--- src/rtl/vwfp_pkg.sv ---
// Shared constants and types for the variable width field packer.
`default_nettype none

package vwfp_pkg;

  localparam int VALUE_BITS          = 16;
  localparam int WIDTH_BITS          = 5;
  localparam int BYTE_BITS           = 8;
  localparam int PEND_BITS           = 7;
  localparam int CNT_BITS            = 3;
  localparam int MAX_RESULTS         = 3;
  localparam int RES_CNT_BITS        = 2;
  localparam int WINDOW_BITS         = MAX_RESULTS * BYTE_BITS;
  localparam int MAX_FIELD_WIDTH_DEF = 16;

  typedef struct packed {
    logic [MAX_RESULTS-1:0][BYTE_BITS-1:0] bytes;
    logic [RES_CNT_BITS-1:0]               count;
    logic                                  last_on_final;
  } vwfp_result_t;

endpackage

`default_nettype wire

--- src/rtl/variable_width_field_packer_unit.sv ---
// Top level of the variable width field packer: input register, packer, result buffer.
//
//  channel | handshake             | word
//  --------+-----------------------+----------------------------------------------
//  in      | in_valid / in_stall   | field_value, field_width, is_signed, end_of_packet
//  out     | out_valid / out_stall | out_byte, last_byte
//
// A field is registered, then packed in one pass into 0..3 bytes held in the result buffer.
// One field a cycle while each gives at most one byte and out is not stalled; otherwise the
// output port, one byte a cycle unless stalled, sets the rate. The first byte is valid once
// the input register has passed the field through the packer into the result buffer.
// Reset empties the pending bits and both stages. A stall on out holds the buffer and,
// once the input register is full, raises in_stall.
`default_nettype none

module variable_width_field_packer_unit
  import vwfp_pkg::*;
#(
  parameter int MAX_FIELD_WIDTH = MAX_FIELD_WIDTH_DEF
) (
  input  wire logic                  clk,
  input  wire logic                  rst,
  input  wire logic                  in_valid,
  output logic                       in_stall,
  input  wire logic [VALUE_BITS-1:0] field_value,
  input  wire logic [WIDTH_BITS-1:0] field_width,
  input  wire logic                  is_signed,
  input  wire logic                  end_of_packet,
  output logic                       out_valid,
  input  wire logic                  out_stall,
  output logic      [BYTE_BITS-1:0]  out_byte,
  output logic                       last_byte
);

  logic                  s1_valid;
  logic [VALUE_BITS-1:0] s1_value;
  logic [WIDTH_BITS-1:0] s1_width;
  logic                  s1_signed;
  logic                  s1_eop;

  logic [PEND_BITS-1:0]  pending_bits;
  logic [CNT_BITS-1:0]   pending_count;
  logic [PEND_BITS-1:0]  pending_bits_next;
  logic [CNT_BITS-1:0]   pending_count_next;

  logic [VALUE_BITS-1:0] field_bits;
  logic [WIDTH_BITS-1:0] eff_width;
  vwfp_result_t          res;
  logic                  free;
  logic                  advance;
  logic                  accept;

  assign advance  = s1_valid && free;
  assign in_stall = s1_valid && !free;
  assign accept   = in_valid && !in_stall;

  always_ff @(posedge clk) begin
    if (rst) begin
      s1_valid      <= 1'b0;
      pending_bits  <= '0;
      pending_count <= '0;
    end else begin
      if (accept) begin
        s1_valid <= 1'b1;
      end else if (advance) begin
        s1_valid <= 1'b0;
      end
      if (advance) begin
        pending_bits  <= pending_bits_next;
        pending_count <= pending_count_next;
      end
    end
  end

  always_ff @(posedge clk) begin
    if (accept) begin
      s1_value  <= field_value;
      s1_width  <= field_width;
      s1_signed <= is_signed;
      s1_eop    <= end_of_packet;
    end
  end

  vwfp_field_bits #(
    .MAX_FIELD_WIDTH(MAX_FIELD_WIDTH)
  ) u_field_bits (
    .field_value(s1_value),
    .field_width(s1_width),
    .is_signed  (s1_signed),
    .field_bits (field_bits),
    .eff_width  (eff_width)
  );

  vwfp_byte_pack u_byte_pack (
    .pending_bits      (pending_bits),
    .pending_count     (pending_count),
    .field_bits        (field_bits),
    .eff_width         (eff_width),
    .end_of_packet     (s1_eop),
    .res               (res),
    .pending_bits_next (pending_bits_next),
    .pending_count_next(pending_count_next)
  );

  vwfp_out_buf u_out_buf (
    .clk      (clk),
    .rst      (rst),
    .load     (advance),
    .res      (res),
    .out_stall(out_stall),
    .out_valid(out_valid),
    .out_byte (out_byte),
    .last_byte(last_byte),
    .free     (free)
  );

  a_eop_clears: assert property (@(posedge clk) disable iff (rst)
    advance && s1_eop |=> pending_count == '0 && pending_bits == '0)
    else $error("pending bits left after end of packet");

  a_pending_clean: assert property (@(posedge clk) disable iff (rst)
    (pending_bits >> pending_count) == '0)
    else $error("stale bits above pending count");

  a_stall_needs_word: assert property (@(posedge clk) disable iff (rst)
    in_stall |-> s1_valid && out_valid)
    else $error("input stalled with nothing held");

endmodule

`default_nettype wire

--- src/rtl/vwfp_field_bits.sv ---
// Field formatter: clamps the width and lays the field out in stream order, first bit on top.
`default_nettype none

module vwfp_field_bits
  import vwfp_pkg::*;
#(
  parameter int MAX_FIELD_WIDTH = MAX_FIELD_WIDTH_DEF
) (
  input  wire logic [VALUE_BITS-1:0] field_value,
  input  wire logic [WIDTH_BITS-1:0] field_width,
  input  wire logic                  is_signed,
  output logic      [VALUE_BITS-1:0] field_bits,
  output logic      [WIDTH_BITS-1:0] eff_width
);

  localparam int LIM = (MAX_FIELD_WIDTH < VALUE_BITS) ? MAX_FIELD_WIDTH : VALUE_BITS;
  localparam logic [WIDTH_BITS-1:0] LIM_W = WIDTH_BITS'(LIM);

  logic                  sign;
  logic [VALUE_BITS-1:0] mag;
  logic [WIDTH_BITS-1:0] wm1;

  always_comb begin
    eff_width = (field_width > LIM_W) ? LIM_W : field_width;
    wm1       = eff_width - WIDTH_BITS'(1);
    sign      = field_value[VALUE_BITS-1];
    mag       = sign ? (VALUE_BITS'(0) - field_value) : field_value;
    for (int i = 0; i < VALUE_BITS; i++) begin
      if (WIDTH_BITS'(i) >= eff_width) begin
        field_bits[VALUE_BITS-1-i] = 1'b0;
      end else if (is_signed) begin
        field_bits[VALUE_BITS-1-i] = (WIDTH_BITS'(i) == wm1) ? sign : mag[i];
      end else begin
        field_bits[VALUE_BITS-1-i] = field_value[i];
      end
    end
  end

endmodule

`default_nettype wire

--- src/rtl/vwfp_byte_pack.sv ---
// Byte packer: merges pending bits with a field and splits the window into bytes.
`default_nettype none

module vwfp_byte_pack
  import vwfp_pkg::*;
(
  input  wire logic [PEND_BITS-1:0]  pending_bits,
  input  wire logic [CNT_BITS-1:0]   pending_count,
  input  wire logic [VALUE_BITS-1:0] field_bits,
  input  wire logic [WIDTH_BITS-1:0] eff_width,
  input  wire logic                  end_of_packet,
  output vwfp_result_t               res,
  output logic      [PEND_BITS-1:0]  pending_bits_next,
  output logic      [CNT_BITS-1:0]   pending_count_next
);

  logic [BYTE_BITS-1:0]    p8;
  logic [WINDOW_BITS-1:0]  window;
  logic [WIDTH_BITS-1:0]   total;
  logic [RES_CNT_BITS-1:0] full;
  logic [CNT_BITS-1:0]     rem;
  logic [BYTE_BITS-1:0]    part;
  logic [BYTE_BITS:0]      part_sh;

  always_comb begin
    p8 = BYTE_BITS'({1'b0, pending_bits} << (4'd8 - {1'b0, pending_count}));
    window = {p8, {VALUE_BITS{1'b0}}}
           | ({field_bits, {BYTE_BITS{1'b0}}} >> pending_count);
    total = WIDTH_BITS'(pending_count) + eff_width;
    full  = total[WIDTH_BITS-1:CNT_BITS];
    rem   = total[CNT_BITS-1:0];

    for (int k = 0; k < MAX_RESULTS; k++) begin
      res.bytes[k] = window[WINDOW_BITS-1-k*BYTE_BITS -: BYTE_BITS];
    end
    res.count         = full + RES_CNT_BITS'(end_of_packet && (rem != '0));
    res.last_on_final = end_of_packet;

    case (full)
      2'd0:    part = window[23:16];
      2'd1:    part = window[15:8];
      default: part = window[7:0];
    endcase
    part_sh = {1'b0, part} >> (4'd8 - {1'b0, rem});

    if (end_of_packet) begin
      pending_bits_next  = '0;
      pending_count_next = '0;
    end else begin
      pending_bits_next  = part_sh[PEND_BITS-1:0];
      pending_count_next = rem;
    end
  end

endmodule

`default_nettype wire

--- src/rtl/vwfp_out_buf.sv ---
// Result buffer: holds up to three bytes of a field, hands out one a cycle unless stalled.
`default_nettype none

module vwfp_out_buf
  import vwfp_pkg::*;
(
  input  wire logic                 clk,
  input  wire logic                 rst,
  input  wire logic                 load,
  input  wire vwfp_result_t         res,
  input  wire logic                 out_stall,
  output logic                      out_valid,
  output logic      [BYTE_BITS-1:0] out_byte,
  output logic                      last_byte,
  output logic                      free
);

  logic [MAX_RESULTS-1:0][BYTE_BITS-1:0] bytes;
  logic [MAX_RESULTS-1:0]                lasts;
  logic [RES_CNT_BITS-1:0]               count;
  logic                                  take;

  assign out_valid = (count != '0);
  assign out_byte  = bytes[0];
  assign last_byte = lasts[0];
  assign take      = out_valid && !out_stall;
  assign free      = (count == '0) || ((count == RES_CNT_BITS'(1)) && take);

  always_ff @(posedge clk) begin
    if (rst) begin
      count <= '0;
    end else if (load) begin
      count <= res.count;
    end else if (take) begin
      count <= count - RES_CNT_BITS'(1);
    end
  end

  always_ff @(posedge clk) begin
    if (load) begin
      bytes <= res.bytes;
      for (int k = 0; k < MAX_RESULTS; k++) begin
        lasts[k] <= res.last_on_final && (RES_CNT_BITS'(k) == res.count - RES_CNT_BITS'(1));
      end
    end else if (take) begin
      for (int k = 0; k < MAX_RESULTS - 1; k++) begin
        bytes[k] <= bytes[k+1];
        lasts[k] <= lasts[k+1];
      end
      bytes[MAX_RESULTS-1] <= '0;
      lasts[MAX_RESULTS-1] <= 1'b0;
    end
  end

endmodule

`default_nettype wire

--- config.mk ---
export PLATFORM = sky130hd
export DESIGN_NAME = variable_width_field_packer_unit
export DESIGN_NICKNAME = d
export VERILOG_FILES = /design/src/rtl/vwfp_pkg.sv /design/src/rtl/variable_width_field_packer_unit.sv /design/src/rtl/vwfp_field_bits.sv /design/src/rtl/vwfp_byte_pack.sv /design/src/rtl/vwfp_out_buf.sv
export SDC_FILE = /design/constraint.sdc
export NUM_CORES = 1
export LEC_CHECK = 0
export BUFFER_PORTS_ARGS = -buffer_cell sky130_fd_sc_hd__buf_2
export CORE_MARGIN = 2
export CORE_UTILIZATION = 56
export CTS_CLUSTER_SIZE = 12
export DETAILED_ROUTE_END_ITERATION = 10
export GPL_ROUTABILITY_DRIVEN = 0
export PLACE_DENSITY = 0.78
export SYNTH_ARGS = -nofsm -noshare
export SYNTH_HDL_FRONTEND = slang
export SYNTH_SLANG_ARGS = --single-unit
--- constraint.sdc ---
create_clock -name clk -period 4.11 [get_ports clk]
set_input_delay 0.822 -clock clk [delete_from_list [all_inputs] [get_ports clk]]
set_output_delay 0.822 -clock clk [all_outputs]
set_load 0.05 [all_outputs]
# Word-level counts from Yosys, hierarchy flattened
# Cells that the tools add are included.
# Widths: inputs -> output; s select.
[word_totals]
in_bits = 27
register_bits = 63
wordCells = 142
output_inout_bits = 11
[op_classes]
n_mux = 61
n_lt_le_gt_ge = 17
n_eq_ne = 19
add_sub_neg = 8
n_shift = 3
reduce_logical = 21
n_bitwise = 1
[ops]
columns = ["op", "n"]
rows = [
  ["$mux 1", 50],
  ["$mux 24", 2],
  ["$eq 4x5->1 const A", 8],
  ["$ge 4x5->1 const A", 8],
  ["$or 24x24->24", 1],
  ["$shr 24x3->24", 1],
  ["$eq 3x5->1 const A", 4],
  ["$ge 3x5->1 const A", 4],
  ["$mux 16", 1],
  ["$pmux 8 s2", 1],
  ["$sub 1x16->16 const A", 1],
  ["$eq 2x5->1 const A", 2],
  ["$ge 1x5->1 const A", 2],
  ["$ge 2x5->1 const A", 2],
  ["$logic_and 1x1->1", 9],
  ["$mux 3", 3],
  ["$shl 7x4->8", 1],
  ["$shr 8x4->7", 1],
  ["$sub 4x3->4 const A", 2],
  ["$mux 7", 1],
  ["$logic_not 2->1", 3],
  ["$reduce_bool 2->1", 3],
  ["$add 3x5->5", 1],
  ["$eq 1x5->1 const A", 1],
  ["13 further kinds", 18],
]

# Longest topological paths before layout
[depth]
depth_word = 12
depth_mapped = 17
depth_no_buf = 13

# Hierarchy
# From an unflattened synthesis, not the netlist that was laid out.
[unflattened]
cells_unflattened = 572
area_unflattened_um2 = 5386.4
[modules_own_cells]
columns = ["module", "cells_each", "instances", "seq_area_each_um2", "area_per_inst_um2"]
rows = [
  ["vwfp_byte_pack", 247, 1, 0.0, 1948.1],
  ["vwfp_out_buf", 88, 1, 850.8, 1302.5],
  ["variable_width_field_packer_unit", 73, 1, 910.9, 1169.9],
  ["vwfp_field_bits", 164, 1, 0.0, 965.9],
]

# Least setup slack after synthesis
# OpenSTA, ideal clock, no wires.
[synth_timing]
path_kind = "reg2reg"
from = "reg pending_count[0]"
to = "reg pending_bits[0]"
required_time_ns = 4.024
stages_incl_launch_ff = 18
setup_slack_ns = 0.088
n_path_buf = 5
period_less_slack_ns = 4.022
arrival_ns = 3.935
setup_time_ns = 0.086
path_cell_list = "dfxtp_1 -> clkbuf_1 -> inv_1 -> buf_1 -> clkbuf_1 -> ha_1 -> buf_2 -> buf_2 -> mux2i_1 -> mux4_2 -> o21ai_0 -> o22ai_1 -> a311oi_1 -> o311ai_1 -> o2111ai_1 -> o21ai_0 -> a2111o_1 -> a221oi_2"
[synth_between]
elab_chain_cells = 6
word_cells_on_any_way = 11
classes_between = "add/sub: 3; eq/ne: 1; shift: 3; mux: 2; bitwise: 1; reduce/logical: 1"
[synth_rtl]
columns = ["item", "line", "source"]
rows = [
  ["start: declaration", "variable_width_field_packer_unit.sv:42", "logic [CNT_BITS-1:0] pending_count;"],
  ["start signal: assignment", "variable_width_field_packer_unit.sv:70", "pending_count <= pending_count_next;"],
  ["$sub 4x3->4", "vwfp_byte_pack.sv:26", "p8 = BYTE_BITS'({1'b0, pending_bits} << (4'd8 - {1'b0, pending_count}));"],
  ["$shl 7x4->8", "vwfp_byte_pack.sv:26", ""],
  ["$or 24x24->24", "vwfp_byte_pack.sv:28", "| ({field_bits, {BYTE_BITS{1'b0}}} >> pending_count);"],
  ["$pmux 8 s2", "vwfp_byte_pack.sv:39", "case (full)"],
  ["$shr 8x4->7 *", "vwfp_byte_pack.sv:44", "part_sh = {1'b0, part} >> (4'd8 - {1'b0, rem});"],
  ["$mux 7 *", "vwfp_byte_pack.sv:46", "if (end_of_packet) begin"],
  ["end signal: assignment", "variable_width_field_packer_unit.sv:69", "pending_bits <= pending_bits_next;"],
  ["end: declaration", "variable_width_field_packer_unit.sv:41", "logic [PEND_BITS-1:0] pending_bits;"],
]
# Every way passes the cells marked *; elsewhere a longest branch is shown, timed or not.
# A chain may end at the register's enable or synchronous reset.

# Worst setup path after layout
[layout_timing]
from = "reg s1_value[2]"
to = "reg pending_bits[0]"
[layout_between]
elab_chain_cells = 10
word_cells_on_any_way = 49
classes_between = "add/sub: 1; shift: 2; mux: 45; bitwise: 1"
[layout_rtl]
columns = ["item", "line", "source"]
rows = [
  ["start: declaration", "variable_width_field_packer_unit.sv:36", "logic [VALUE_BITS-1:0] s1_value;"],
  ["start signal: assignment", "variable_width_field_packer_unit.sv:77", "s1_value <= field_value;"],
  ["$sub 1x16->16", "vwfp_field_bits.sv:27", "mag = sign ? (VALUE_BITS'(0) - field_value) : field_value;"],
  ["$mux 16", "vwfp_field_bits.sv:27", ""],
  ["$mux 1", "vwfp_field_bits.sv:32", "field_bits[VALUE_BITS-1-i] = (WIDTH_BITS'(i) == wm1) ? sign : mag[i];"],
  ["$mux 1", "vwfp_field_bits.sv:31", "end else if (is_signed) begin"],
  ["$mux 1", "vwfp_field_bits.sv:29", "if (WIDTH_BITS'(i) >= eff_width) begin"],
  ["$shr 24x3->24 *", "vwfp_byte_pack.sv:28", ""],
  ["$or 24x24->24 *", "vwfp_byte_pack.sv:28", ""],
  ["$pmux 8 s2 *", "vwfp_byte_pack.sv:39", ""],
  ["$shr 8x4->7 *", "vwfp_byte_pack.sv:44", ""],
  ["$mux 7 *", "vwfp_byte_pack.sv:46", ""],
]
# Marked as above.

==> qor.csv <==
stage;metric;value;unit
run_status;status;finished clean;
worst_setup_path;crit_chain;or3_1 > a211oi_1 > nor4_1 > o32ai_1 > a21oi_1 > a211oi_1 > a311oi_1 > a2111oi_0 > a2111o_1 > a221oi_2;
finish;final_common_cell;nand2_1;
clock_network;cts_tree;built;
sta;final_max_slew_viol_count;0;
die;core;9730;um2
logic_synthesis;synth-edff-count;49;
sta;finalHoldViolations;0;
logic_synthesis;synth-seq-area-share;30.9;%
sta;fin_ws;263;ps
die;ios;38;
finish;num-nets-final;700;
finish;fin_cells;801;
worst_setup_path;critPathKind;reg2reg;
clock_network;cts_made_buffers;9;
global_routing;antenna_found_initial;0;
detailed_routing;dr.pass1.iters;6;
sta;worstMarginPinSlew;1030;ps
detailed_routing;drc;0;
clock_network;path_clk_slew;70;ps
sta;fin_skew;13.9;ps
die;dieArea;10800;um2
finish;area_growth;6.47;%
logic_synthesis;yosys_warnings;0;
detailed_routing;dr.first_iter.drc_count;794;
place;dp.cells;784;
logic_synthesis;synth_area_per_cell;8.49;um2
pwr;ir_drop;0.310;mV
logic_synthesis;ys_ff_latch;62;
clock_network;cts_buffer_depth;2;
detailed_routing;vias_per_cell;6.93;
finish;seq_area;1730;um2
finish;final_cell_area;5970;um2
die;rows;36;
worst_setup_path;critPathTopFamily;compound AO/OA/AOI/OAI gates;
sta;rsz0062_at_grt;false;
die;die_w;104;um
finish;multi_input_area;3510;um2
pwr;p_per_area;388;nW/um2
clock_network;cts_resized;0;
global_routing;grtUsageTotal;29.9;%
worst_setup_path;critPathMaxFanout;9;
min_path;hp-class;reg2reg;
min_path;hold_start;u_out_buf.bytes[10];
logic_synthesis;yosys.cell_types.count;89;
global_routing;grt_pass1_vias;5064;
place;dp_hpwl;11500;um
detailed_routing;wirelength;15800;um
finish;fin_util;61.4;%
sta;post-route-period-util;93.6;%
pwr;leakagePower;2.13;nW
finish;drive_gt1_share;15.6;%
global_routing;grt_max_degree;44;
sta;tns;0;ps
logic_synthesis;ys.flop_type;edfxtp_1;
worst_setup_path;crit_top_cell;a211oi_1;
clock_network;cts_setup_buffers;0;
sta;fmax;0.260;GHz
pwr;total_power;2.32;mW
clock_network;clock_sinks;62;
worst_setup_path;cp_data_arrival_time;4080;ps
die;die_h;104;um
sta;slew_headroom;31.3;%
sta;hold_slack;523;ps
global_routing;grt_pass1_wl;26100;um
worst_setup_path;crit_slowest_cell;o32ai_1;
clock_network;htreeDepth;3;
sta;period_minus_slack;3850;ps
worst_setup_path;critPathMaxStageDelay;550;ps
worst_setup_path;start_kind;flip-flop;
sta;finalSetupViolations;0;
worst_setup_path;end_kind;flip-flop;
place;portBuffers;37;
logic_synthesis;syn_nets;699;
global_routing;grt_overflow;0;
logic_synthesis;syn-cell-area;5610;um2
worst_setup_path;r2r_start;s1_value[2];
finish;mostFrequentLayoutCells;66 x nand2_1, 54 x nor2_1, 49 x edfxtp_1, 40 x a21oi_1, 37 x buf_2;
worst_setup_path;critPathRequiredTime;4350;ps
clock_network;clock_latency;370;ps
clock_network;ctsHoldBuffers;0;
logic_synthesis;synth_cells;661;
detailed_routing;vias;5550;
detailed_routing;wl_per_cell;19.7;um
detailed_routing;antenna_left;0;
clock_network;clock-root-buffer;clkbuf_8;
die;start_util;57.7;%
logic_synthesis;synth_async_sr_flop_share;0;%
worst_setup_path;critPathLaunch;s1_value[2];
place;place_ws;391;ps
job;cap_violations;0;
worst_setup_path;crit_buf_inv;0;
place;dpl_cell_area;5780;um2
finish;fill_cells;886;
## layout make-up
cell class,count,area share [%]
flip-flops and latches,62,29.0
clock inverters,4,0.335
repair buffers,52,4.99
multi-input cells,515,58.7
inverters,22,1.38
well taps,133,2.79
diodes,1,0.0419
clock buffers,12,2.79
## cell families (layout without fill, tap and decap cells)
family | count (synthesis) | in the layout | synth area share (%)
AOI/OAI and AO/OA | 221 | 221 | 29.4
xor gates and xnor gates | 3 | 3 | 0.468
adders and majority gates | 11 | 11 | 2.59
buffers and inverters | 84 | 90 | 6.87
DFF | 62 | 62 | 30.9
muxes | 27 | 27 | 5.60
other | 0 | 1 | 0
and+or+nand+nor | 253 | 253 | 24.2
## final timing paths
path,end,slack [ps],cells after the start
setup / recovery,pending_bits[0],260,10
hold / removal,u_out_buf.out_byte[2],520,2
setup reg to reg,pending_bits[0],260,10
hold reg to reg,u_out_buf.out_byte[2],520,2
## registers in the layout (all words and copies together) (netlist names)
register,count
u_out_buf.out_byte,8
pending_count,3
s1_value,16
pending_bits,7
s1_eop,1
s1_width,5
u_out_buf.bytes,15
u_out_buf.count,2
s1_valid,1
s1_signed,1
u_out_buf.lasts,3
## synth_stat cells (all sizes together), types with 5 or more instances
library cell | number | area, um2
a311oi | 8 | 76.3
ha | 10 | 125
clkbuf | 27 | 101
nor2 | 54 | 203
a31oi | 10 | 77.6
nand2b | 12 | 75.1
o22ai | 9 | 56.3
buf | 35 | 201
nor3 | 29 | 178
o2111ai | 6 | 52.6
nand3 | 24 | 120
mux2i | 19 | 190
mux2 | 5 | 56.3
or3 | 5 | 31.3
o211ai | 10 | 75.1
edfxtp | 49 | 1470
and3 | 9 | 56.3
and2 | 7 | 43.8
nand2 | 66 | 248
dfxtp | 13 | 260
a21o | 7 | 52.6
a221oi | 10 | 93.8
o2bb2ai | 5 | 43.8
o32ai | 5 | 51.3
nor4 | 9 | 83.8
a211oi | 15 | 118
a211o | 6 | 52.6
nor2b | 10 | 62.6
a21oi | 41 | 209
o31ai | 8 | 60.1
o21ai | 34 | 170
inv | 22 | 82.6
## metal layers
| layer | vias to the layer above | global-route usage, % | share of wire [%] |
|---|---|---|---|
| met5 | - | 0 | 0 |
| met4 | 0 | 12.9 | 3.8 |
| met3 | 65 | 8.08 | 11 |
| met2 | 384 | 45.5 | 45 |
| met1 | 2550 | 40.2 | 40 |
| li1 | 2551 | - | - |
## power by group
group,switching [mW],total (mW),internal (mW)
clock network,0.242,0.510,0.267
registers,0.0745,0.889,0.814
logic,0.622,0.919,0.297
total,0.939,2.32,1.38
## worst min-delay path, stage by stage, from the launching register on
cell and delay [ps]:
edfxtp_1 320, nand2_1 40, o21ai_0 60
(Power assumes the default switching activity.)
